[config.mk]
export PLATFORM = sky130hd
export DESIGN_NAME = newton_square_root_top
export DESIGN_NICKNAME = d
export VERILOG_FILES = /design/src/rtl/nsr_pkg.sv /design/src/rtl/newton_square_root_top.sv /design/src/rtl/nsr_div.sv
export VERILOG_INCLUDE_DIRS = /design/src /design/src/rtl
export SDC_FILE = /design/constraint.sdc
export NUM_CORES = 1
export LEC_CHECK = 0
export ABC_CLOCK_PERIOD_IN_PS = 12500
export BUFFER_PORTS_ARGS = -buffer_cell sky130_fd_sc_hd__buf_2
export CORE_ASPECT_RATIO = 1.5
export CORE_MARGIN = 10
export CORE_UTILIZATION = 55
export DETAILED_ROUTE_END_ITERATION = 7
export PLACE_DENSITY_LB_ADDON = 0.05
export SETUP_SLACK_MARGIN = 0.05
export SLEW_MARGIN = 20
export SYNTH_ARGS = -nofsm -noshare
export SYNTH_HDL_FRONTEND = slang
export SYNTH_SLANG_ARGS = --single-unit
export TNS_END_PERCENT = 1
[constraint.sdc]
create_clock -name clk -period 12.5 [get_ports clk]
set_input_delay 1.25 -clock clk [delete_from_list [all_inputs] [get_ports clk]]
set_output_delay 1.25 -clock clk [all_outputs]
set_load 0.03 [all_outputs]
[src/rtl/assert_macros.svh]
// assertion helpers for the rtl folder
`ifndef ASSERT_MACROS_SVH
`define ASSERT_MACROS_SVH

// check on every clock edge, reset included
`define ASSERT_CLK(label, prop, msg) \
  label: assert property (@(posedge clk) prop) else $error(msg);

// check outside reset
`define ASSERT_CLK_RST(label, prop, msg) \
  label: assert property (@(posedge clk) disable iff (rst) prop) else $error(msg);

`endif

[src/rtl/nsr_pkg.sv]
package nsr_pkg;

  localparam int MAX_STEPS_DEF = 64;
  localparam int FRAC_BITS_DEF = 16;

  localparam int VALUE_W  = 32;
  localparam int EST_W    = 32;
  localparam int ROOT_W   = 24;
  localparam int STATUS_W = 2;
  localparam int STEPS_W  = 7;
  localparam int CNT_W    = 8;
  localparam int PREC_W   = 16;
  localparam int ADDR_W   = 3;
  localparam int DATA_W   = 32;

  localparam logic [PREC_W-1:0] PREC_RESET = 16'd66;

  localparam logic [STATUS_W-1:0] ST_OK  = 2'd0;
  localparam logic [STATUS_W-1:0] ST_NEG = 2'd1;
  localparam logic [STATUS_W-1:0] ST_CAP = 2'd2;

  localparam logic [ADDR_W-1:0] REG_PRECISION = 3'd0;

  typedef logic [ROOT_W-1:0]   root_t;
  typedef logic [STATUS_W-1:0] status_t;

endpackage

[src/rtl/newton_square_root_top.sv]
// Square root of a signed Q16.16 operand by Newton iteration.
// Input channel: in_valid / in_stall with value; a beat is taken when
// in_valid is high and in_stall low. in_stall is high while an item is at
// work, so one item is processed at a time.
// Output channel: out_valid / out_stall with root, status, steps. The result
// sits in an output register and holds while out_stall is high; the next
// item may be taken meanwhile, and it waits at its end for the register.
// Zero and negative operands go straight to the finish state and raise
// out_valid from there. Other operands run Newton steps: each step loads
// the divider, runs the bit-serial restoring divider over FRAC_BITS + 32
// quotient bits (one quotient bit a cycle), then updates the estimate and
// compares it. MAX_STEPS bounds the number of steps. A stalled output
// register holds the finished item until it frees.
// Next item: the next beat can be taken in the cycle in which out_valid
// rises, since control returns to idle at the same edge.
// APB port: precision at address 0; pready is always high.
// Reset (rst, synchronous): precision returns to 66, control goes idle and
// any pending result is dropped. No clearing pass is needed.
`include "assert_macros.svh"

module newton_square_root_top import nsr_pkg::*; #(
  parameter int MAX_STEPS = MAX_STEPS_DEF,
  parameter int FRAC_BITS = FRAC_BITS_DEF
) (
  input  logic                clk,
  input  logic                rst,
  input  logic                in_valid,
  output logic                in_stall,
  input  logic [VALUE_W-1:0]  value,
  output logic                out_valid,
  input  logic                out_stall,
  output logic [ROOT_W-1:0]   root,
  output logic [STATUS_W-1:0] status,
  output logic [STEPS_W-1:0]  steps,
  input  logic                psel,
  input  logic                penable,
  input  logic                pwrite,
  input  logic [ADDR_W-1:0]   paddr,
  input  logic [DATA_W-1:0]   pwdata,
  output logic [DATA_W-1:0]   prdata,
  output logic                pready
);

  localparam int DIV_W = EST_W + FRAC_BITS;

  localparam logic [1:0] S_IDLE = 2'd0;
  localparam logic [1:0] S_DIV  = 2'd1;
  localparam logic [1:0] S_UPD  = 2'd2;
  localparam logic [1:0] S_FIN  = 2'd3;

  logic [1:0]         state;
  logic [PREC_W-1:0]  precision;
  logic [EST_W-2:0]   operand;
  logic [EST_W-1:0]   est;
  logic [CNT_W-1:0]   cnt;
  logic               div_start;
  logic               div_done;
  logic [DIV_W-1:0]   quot;
  logic [DIV_W-1:0]   dividend;
  root_t              res_root;
  status_t            res_status;
  logic [CNT_W-1:0]   res_steps;

  logic               in_acc;
  logic               out_free;
  logic [DIV_W:0]     sum;
  logic [DIV_W-1:0]   next_val;
  logic [DIV_W-1:0]   est_ext;
  logic [DIV_W-1:0]   delta;
  logic               conv;
  logic [CNT_W-1:0]   cnt_next;
  root_t              sat_root;

  assign pready   = 1'b1;
  assign prdata   = (paddr == REG_PRECISION) ? DATA_W'(precision) : '0;
  assign in_stall = (state != S_IDLE);
  assign in_acc   = in_valid && !in_stall;
  assign out_free = !out_valid || !out_stall;

  assign dividend = {1'b0, operand, {FRAC_BITS{1'b0}}};
  assign sum      = {1'b0, quot} + (DIV_W + 1)'(est);
  assign next_val = sum[DIV_W:1];
  assign est_ext  = DIV_W'(est);
  assign delta    = (next_val >= est_ext) ? (next_val - est_ext) : (est_ext - next_val);
  assign conv     = delta < DIV_W'(precision);
  assign cnt_next = cnt + CNT_W'(1);
  assign sat_root = (next_val > DIV_W'({ROOT_W{1'b1}})) ? {ROOT_W{1'b1}} :
                    next_val[ROOT_W-1:0];

  nsr_div #(.DIV_W(DIV_W)) u_div (
    .clk      (clk),
    .rst      (rst),
    .start    (div_start),
    .dividend (dividend),
    .divisor  (est),
    .done     (div_done),
    .quotient (quot)
  );

  always_ff @(posedge clk) begin
    if (rst) begin
      precision <= PREC_RESET;
    end else if (psel && penable && pwrite && pready && paddr == REG_PRECISION) begin
      precision <= pwdata[PREC_W-1:0];
    end
  end

  always_ff @(posedge clk) begin
    if (rst) begin
      state     <= S_IDLE;
      div_start <= 1'b0;
      out_valid <= 1'b0;
      cnt       <= '0;
    end else begin
      div_start <= (in_acc && value != '0 && !value[VALUE_W-1]) ||
                   (state == S_UPD && !conv && cnt_next != CNT_W'(MAX_STEPS));
      if (state == S_FIN && out_free) begin
        out_valid <= 1'b1;
      end else if (!out_stall) begin
        out_valid <= 1'b0;
      end
      case (state)
        S_IDLE: begin
          if (in_acc) begin
            cnt <= '0;
            if (value == '0 || value[VALUE_W-1]) begin
              state <= S_FIN;
            end else begin
              state <= S_DIV;
            end
          end
        end
        S_DIV: begin
          if (div_done) begin
            state <= S_UPD;
          end
        end
        S_UPD: begin
          cnt <= cnt_next;
          if (conv || cnt_next == CNT_W'(MAX_STEPS)) begin
            state <= S_FIN;
          end else begin
            state <= S_DIV;
          end
        end
        S_FIN: begin
          if (out_free) begin
            state <= S_IDLE;
          end
        end
        default: state <= S_IDLE;
      endcase
    end
  end

  always_ff @(posedge clk) begin
    if (state == S_IDLE && in_acc) begin
      operand   <= value[EST_W-2:0];
      est       <= value;
      res_root  <= '0;
      res_status <= value[VALUE_W-1] ? ST_NEG : ST_OK;
      res_steps <= '0;
    end else if (state == S_UPD) begin
      est       <= next_val[EST_W-1:0];
      res_root  <= sat_root;
      res_status <= conv ? ST_OK : ST_CAP;
      res_steps <= cnt_next;
    end
    if (state == S_FIN && out_free) begin
      root   <= res_root;
      status <= res_status;
      steps  <= res_steps[STEPS_W-1:0];
    end
  end

  `ASSERT_CLK_RST(a_accept_busy, in_acc |=> (state == S_DIV || state == S_FIN),
                  "accepted beat did not start work")
  `ASSERT_CLK_RST(a_cnt_cap, cnt <= CNT_W'(MAX_STEPS), "step count beyond cap")
  `ASSERT_CLK_RST(a_div_phase, div_done |-> state == S_DIV,
                  "divider finished outside divide phase")
  `ASSERT_CLK(a_fin_free, (state == S_FIN && out_free && !rst) |=> out_valid,
              "finished result not presented")

endmodule

[src/rtl/nsr_div.sv]
module nsr_div import nsr_pkg::*; #(
  parameter int DIV_W = FRAC_BITS_DEF + EST_W
) (
  input  logic             clk,
  input  logic             rst,
  input  logic             start,
  input  logic [DIV_W-1:0] dividend,
  input  logic [EST_W-1:0] divisor,
  output logic             done,
  output logic [DIV_W-1:0] quotient
);

  localparam int CW = $clog2(DIV_W + 1);

  logic             busy;
  logic [CW-1:0]    cnt;
  logic [DIV_W-1:0] shreg;
  logic [EST_W-1:0] rem;
  logic [EST_W-1:0] dvs;
  logic [EST_W:0]   r_sh;
  logic [EST_W+1:0] trial;
  logic             ge;

  assign r_sh     = {rem, shreg[DIV_W-1]};
  assign trial    = {1'b0, r_sh} - {2'b00, dvs};
  assign ge       = !trial[EST_W+1];
  assign quotient = shreg;

  always_ff @(posedge clk) begin
    if (rst) begin
      busy <= 1'b0;
      done <= 1'b0;
      cnt  <= '0;
    end else begin
      done <= busy && !start && (cnt == CW'(1));
      if (start) begin
        busy <= 1'b1;
        cnt  <= CW'(DIV_W);
      end else if (busy) begin
        cnt <= cnt - CW'(1);
        if (cnt == CW'(1)) begin
          busy <= 1'b0;
        end
      end
    end
  end

  always_ff @(posedge clk) begin
    if (start) begin
      shreg <= dividend;
      rem   <= '0;
      dvs   <= (divisor == '0) ? EST_W'(1) : divisor;
    end else if (busy) begin
      shreg <= {shreg[DIV_W-2:0], ge};
      rem   <= ge ? trial[EST_W-1:0] : r_sh[EST_W-1:0];
    end
  end

endmodule
==> out/metrics.yaml, run 1 <==
synth_top_family_by_area: "compound AO/OA/AOI/OAI gates"
cts_hold_buf: 0
grtUsageTotal_pct: 26.2
core_um2: 33500
synth_seq_cells: 277
vias: 16000
synth_compound_area_share_pct: 20.1
dieArea_um2: 42100
synth_edf_count: 161
cts_root_buf: "clkbuf_16"
synth_cells: 2141
dr.pass1.iters: 6
hold_class: "reg -> reg"
period_minus_slack_ns: 10.97
synth.most_common_cell: "nand2_1"
worst_pin_slew_ns: 0.970
status: "complete, no violations"
drv_slew: 0
fillers: 3016
finClkSkew_ns: 0.0194
drtIter0Drc: 1366
synth.distinct_cells: 100
synthSimpleGateAreaFrac_pct: 18.1
grt_pass1_wl_um: 86800
setup_viol: 0
antenna_found_initial: 1
initial_core_util_pct: 56.0
power.share.combinational_pct: 43.8
syn_to_final_growth_pct: 8.80
vdd_drop_max_mv: 0.133
synth_fa_ha_area_share_pct: 10.1
finalNetCount: 2392
worstPathMaxFanout: 41
grt_max_degree: 87
grt.overflow.total: 0
switching_share_pct: 40.5
seq_power_share_pct: 32.4
crit_path_start_kind: "flop"
ctsResizeCount: 0
synth_top_cell_by_area: "edfxtp_1"
cts_setup_buffers: 0
port_buffers: 108
relSlewSlack_pct: 35.3
rsz0062_at_grt: "no"
leakagePower_uw: 0.00837
ctsHtreeMaxLevel: 1
hpwlAfterDp_um: 43600
seq_area_um2: 7160
cts_tree: "done"
max_freq_mhz: 91.1
internal-power_uw: 2140
cts.sinks: 277
dieWidth_um: 171
gp_congestion: 0.979
final-hold-violation-count: 0
crit_top_cell: "a21oi_1"
routed_wirelength_um: 56300
layout-drive-gt1-share_pct: 10.7
path_clk_slew_ns: 0.07
finish.utilization_pct: 60.9
drtAntennaViolNets: 0
route.detailed.drc: 0
cts_buffers: 28
yosysSeqAreaShare_pct: 38.1
clockPowerShare_pct: 23.8
cp_slowest_cell: "a2111oi_1"
synth-xor-area-share_pct: 4.84
via_per_inst: 6.12
p_switching_uw: 1450
synthesis.area_um2: 18800
arrival_ns: 11.31
cpPeakStageDelay_ns: 0.79
ys_top_cells_by_count: "235 x nand2_1, 180 x nor2_1, 172 x a21oi_1"
powerDensity_nw_per_um2: 176
synth.top_cell.area_share_pct: 25.7
row_count: 82
critPathKind: "reg -> reg"
clockBufferDepth: 3
endpoint_kind: "flop"
synthFlopType: "edfxtp_1"
wl_per_cell_um: 21.6
required_ns: 12.83
synth_area_per_cell_um2: 8.77
muxShareOfSynthArea_pct: 2.45
synth_area_leaders: "edfxtp_1 26%, dfxtp_1 12%, ha_1 9.7%"
grt_pass1_vias: 15600
synth_warnings: 0
timing.final.crit_share_pct: 87.8
clock_latency_ns: 0.58
tns_ns: 0
die_h_um: 246
drv_cap: 0
synth_async_sr_flop_share_pct: 0
multiInputGateArea_um2: 10500
pin_count: 142
==> per-stage QoR <==
stage               total power [uW]  area [um2]  worst slack (ns)  instances  hold slack (ns)
global placement                2710       19400              1.63       2558            0.412
floorplan                       2310       18800              3.65       2156            0.400
detailed placement              2730       19400              1.50       2558            0.409
global route                    3820       20400             0.738       2612            0.438
finish                          3590       20400              1.53       2612            0.432
CTS                             3590       20400              1.45       2610            0.433
==> metal layers <==
layer / track usage (%) / wire length [um] / vias up
met5: 0 / 0 / -
met4: 13.9 / 3220 / 0
met3: 3.52 / 2860 / 152
met2: 46.3 / 28100 / 545
met1: 30.1 / 22100 / 7605
li1: - / - / 7692
==> state kept, by name, summed over array words and instances (netlist names), 6 cells and up <==
name,flops
steps,7
res_steps,7
res_root,24
u_div.quotient,48
root,24
u_div.dvs,32
cnt,8
precision,16
operand,31
u_div.rem,32
est,32
u_div.cnt,6
==> layout make-up <==
type	count	area share [%]
tap	420	2.57
sequential	277	35.1
timing repair buffer	127	3.44
clock buffer	35	3.96
antenna	1	0.0122
clock inverter	17	0.723
inverter	142	2.61
multi-input combinational	1593	51.6
==> logic make-up (layout without fill, tap and decap cells) <==
| family | Yosys count | in the layout |
|---|---|---|
| AO/OA/AOI/OAI | 582 | 582 |
| other | 2 | 18 |
| AND/OR/NAND/NOR | 702 | 702 |
| buffers and inverters | 286 | 321 |
| XOR/XNOR | 100 | 100 |
| flip-flops | 277 | 277 |
| adder cells (fa/ha/maj) | 149 | 149 |
| multiplexers | 43 | 43 |
==> critical path, delay by kind of cell (launching register included) <==
kind                     cells  cell delay [ns]
XOR/XNOR                     2             0.73
adder cells (fa/ha/maj)      3             1.21
AO/OA/AOI/OAI               17             4.57
buffers and inverters        1             0.12
flip-flops                   1             0.53
AND/OR/NAND/NOR             12             3.50
==> power by group through the flow <==
stage	Combinational [uW]	Clock (uW)	Sequential, uW
floorplan	1180	0	1130
global placement	1530	0	1180
detailed placement	1550	0	1180
CTS	1560	869	1160
global route	1750	905	1170
finish	1570	855	1160
==> placed cells by master, fill, tap and decap left out, types with 10 or more instances in the layout <==
| cell type | n |
|---|---|
| nand2_1 | 235 |
| nor2_1 | 179 |
| a21oi_1 | 171 |
| edfxtp_1 | 161 |
| ha_1 | 145 |
| o21ai_0 | 144 |
| inv_1 | 140 |
| dfxtp_1 | 114 |
| buf_2 | 108 |
| xnor2_1 | 60 |
| nand3_1 | 46 |
| mux2i_1 | 38 |
| xor2_1 | 37 |
| nor3_1 | 36 |
| a21o_1 | 34 |
| and2_1 | 31 |
| clkbuf_16 | 30 |
| nand4_1 | 26 |
| nor4_1 | 26 |
| and3_1 | 23 |
| o21a_1 | 23 |
| nand2b_1 | 19 |
| nor2b_1 | 19 |
| a311oi_1 | 19 |
| a211oi_1 | 18 |
| buf_4 | 18 |
| o21bai_1 | 17 |
| a22o_1 | 17 |
| conb_1 | 17 |
| a31oi_1 | 16 |
| or2_2 | 13 |
| o211ai_1 | 10 |
==> final timing paths <==
| kind | start | depth (start not counted) | to | slack [ns] |
|---|---|---|---|---|
| worst max register to register | est[15] | 35 | res_status[1] | 1.53 |
| worst max-delay path | est[15] | 35 | res_status[1] | 1.53 |
| worst min-delay path | res_root[15] | 0 | root[15] | 0.43 |
| worst min register to register | res_root[15] | 0 | root[15] | 0.43 |
No activity file was read; power rests on OpenSTA's default activity.
==> inputs of run 2 (changes only) <==
--- a/config.mk
+++ b/config.mk
@@ -8,7 +8,6 @@
 export LEC_CHECK = 0
 export ABC_CLOCK_PERIOD_IN_PS = 12500
 export BUFFER_PORTS_ARGS = -buffer_cell sky130_fd_sc_hd__buf_2
-export CORE_ASPECT_RATIO = 1.5
 export CORE_MARGIN = 10
 export CORE_UTILIZATION = 55
 export DETAILED_ROUTE_END_ITERATION = 7
==> run 2 against run 1 <==
Effect of this change: clock power is 13% higher; critical path depth is 2 higher; highest routed layer is now met5; register-to-register slack worse by 0.14 ns.
==> out/metrics.yaml, run 2 (same netlist as run 1, synthesis figures left out) <==
max_freq_mhz: 90.0
gr-usage-met2_pct: 41.5
final_cells: 2642
grt_pass1_wl_um: 87300
grt.overflow.total: 0
rsz0062_at_grt: "no"
timing.final.crit_share_pct: 88.9
p_total_uw: 3700
required_ns: 12.85
cp.depth: 37
crit_path_start_kind: "flop"
core_um2: 33600
largest_reg_flops: 48
dieArea_um2: 41900
r2r_cells: 37
clock_latency_ns: 0.60
cpPeakStageDelay_ns: 0.78
leakagePower_uw: 0.00842
final_cell_mix: "235 x nand2_1, 179 x nor2_1, 171 x a21oi_1"
cts_root_buf: "clkbuf_16"
setup_viol: 0
setup_ws_ns: 1.39
path_clk_slew_ns: 0.06
crit_top_cell: "a21oi_1"
routed_wirelength_um: 56800
drv_cap: 0
drtIter0Drc: 1365
grt_pass1_vias: 15100
via_per_inst: 6.09
arrival_ns: 11.46
status: "complete, no violations"
dieWidth_um: 205
busiest_layer: "met2"
hpwlAfterDp_um: 42000
worst_path_dominant_cell_family: "compound AO/OA/AOI/OAI gates"
multiInputGateArea_um2: 10500
cts_tree: "done"
worst_pin_slew_ns: 1.02
antenna_found_initial: 2
dp_slack_ns: 1.66
port_buffers: 108
pin_count: 142
worstPathMaxFanout: 41
powerDensity_nw_per_um2: 180
tns_ns: 0
initial_core_util_pct: 55.9
clockBufferDepth: 3
cts.sinks: 277
met1_usage_pct: 35.9
layout_commonest_cell: "nand2_1"
row_count: 67
period_minus_slack_ns: 11.11
hold_class: "reg -> reg"
grt_max_degree: 87
dp_cells: 2581
fillers: 2950
grt_use_met3_pct: 4.47
hold_path_depth: 0
ctsHtreeMaxLevel: 1
drv_slew: 0
endpoint_kind: "flop"
cp_slowest_cell: "or4b_4"
vdd_drop_max_mv: 0.184
cts_hold_buf: 0
seq_area_um2: 7160
grtUsageTotal_pct: 26.2
cts_setup_buffers: 0
finClkSkew_ns: 0.0209
vias: 16100
cp_num_buf_inv: 2
final-hold-violation-count: 0
wl_per_cell_um: 21.5
cts_buffers: 31
syn_to_final_growth_pct: 9.50
die_h_um: 205
ctsResizeCount: 0
relSlewSlack_pct: 31.9
dr.pass1.iters: 5
critPathKind: "reg -> reg"
route.detailed.drc: 0
layout-drive-gt1-share_pct: 10.6
gp_congestion: 0.964
drtAntennaViolNets: 0
finalNetCount: 2390
-- run 2: worst paths after layout --
check,slack (ns),endpoint,from
setup / recovery,1.39,res_status[1],est[0]
hold / removal,0.43,root[12],res_root[12]
setup reg to reg,1.39,res_status[1],est[0]
hold reg to reg,0.43,root[12],res_root[12]
-- run 2: metrics by stage --
step           area, um2  hold slack, ns  utilization, %
2_1_floorplan      18800           0.400               -
3_3_place_gp       19400           0.408            57.8
3_5_place_dp       19400           0.415            57.8
4_1_cts            20500           0.427            61.1
5_1_grt            20600           0.433            61.1
6_report           20600           0.425            61.2
-- run 2: metal layers --
layer	vias to the layer above	share of wire (%)
met4	2	2.5
met1	7756	45
met3	83	6.8
li1	7709	-
met2	529	46
met5	-	0.012
-- run 2: report_power, final --
| group | leakage (uW) | switching [uW] | internal, uW |
|---|---|---|---|
| registers | 0.00246 | 101 | 1060 |
| logic | 0.00541 | 968 | 600 |
| clock network | 0.000545 | 399 | 566 |
| total | 0.00842 | 1470 | 2230 |
-- run 2: final cells by class --
class                           instances  area share (%)
Antenna cell                            2          0.0243
Clock buffer                           41            4.51
Clock inverter                         17           0.791
Inverter                              142            2.59
Multi-Input combinational cell       1593            51.3
Sequential cell                       277            34.8
Tap cell                              448            2.73
Timing Repair Buffer                  122            3.24
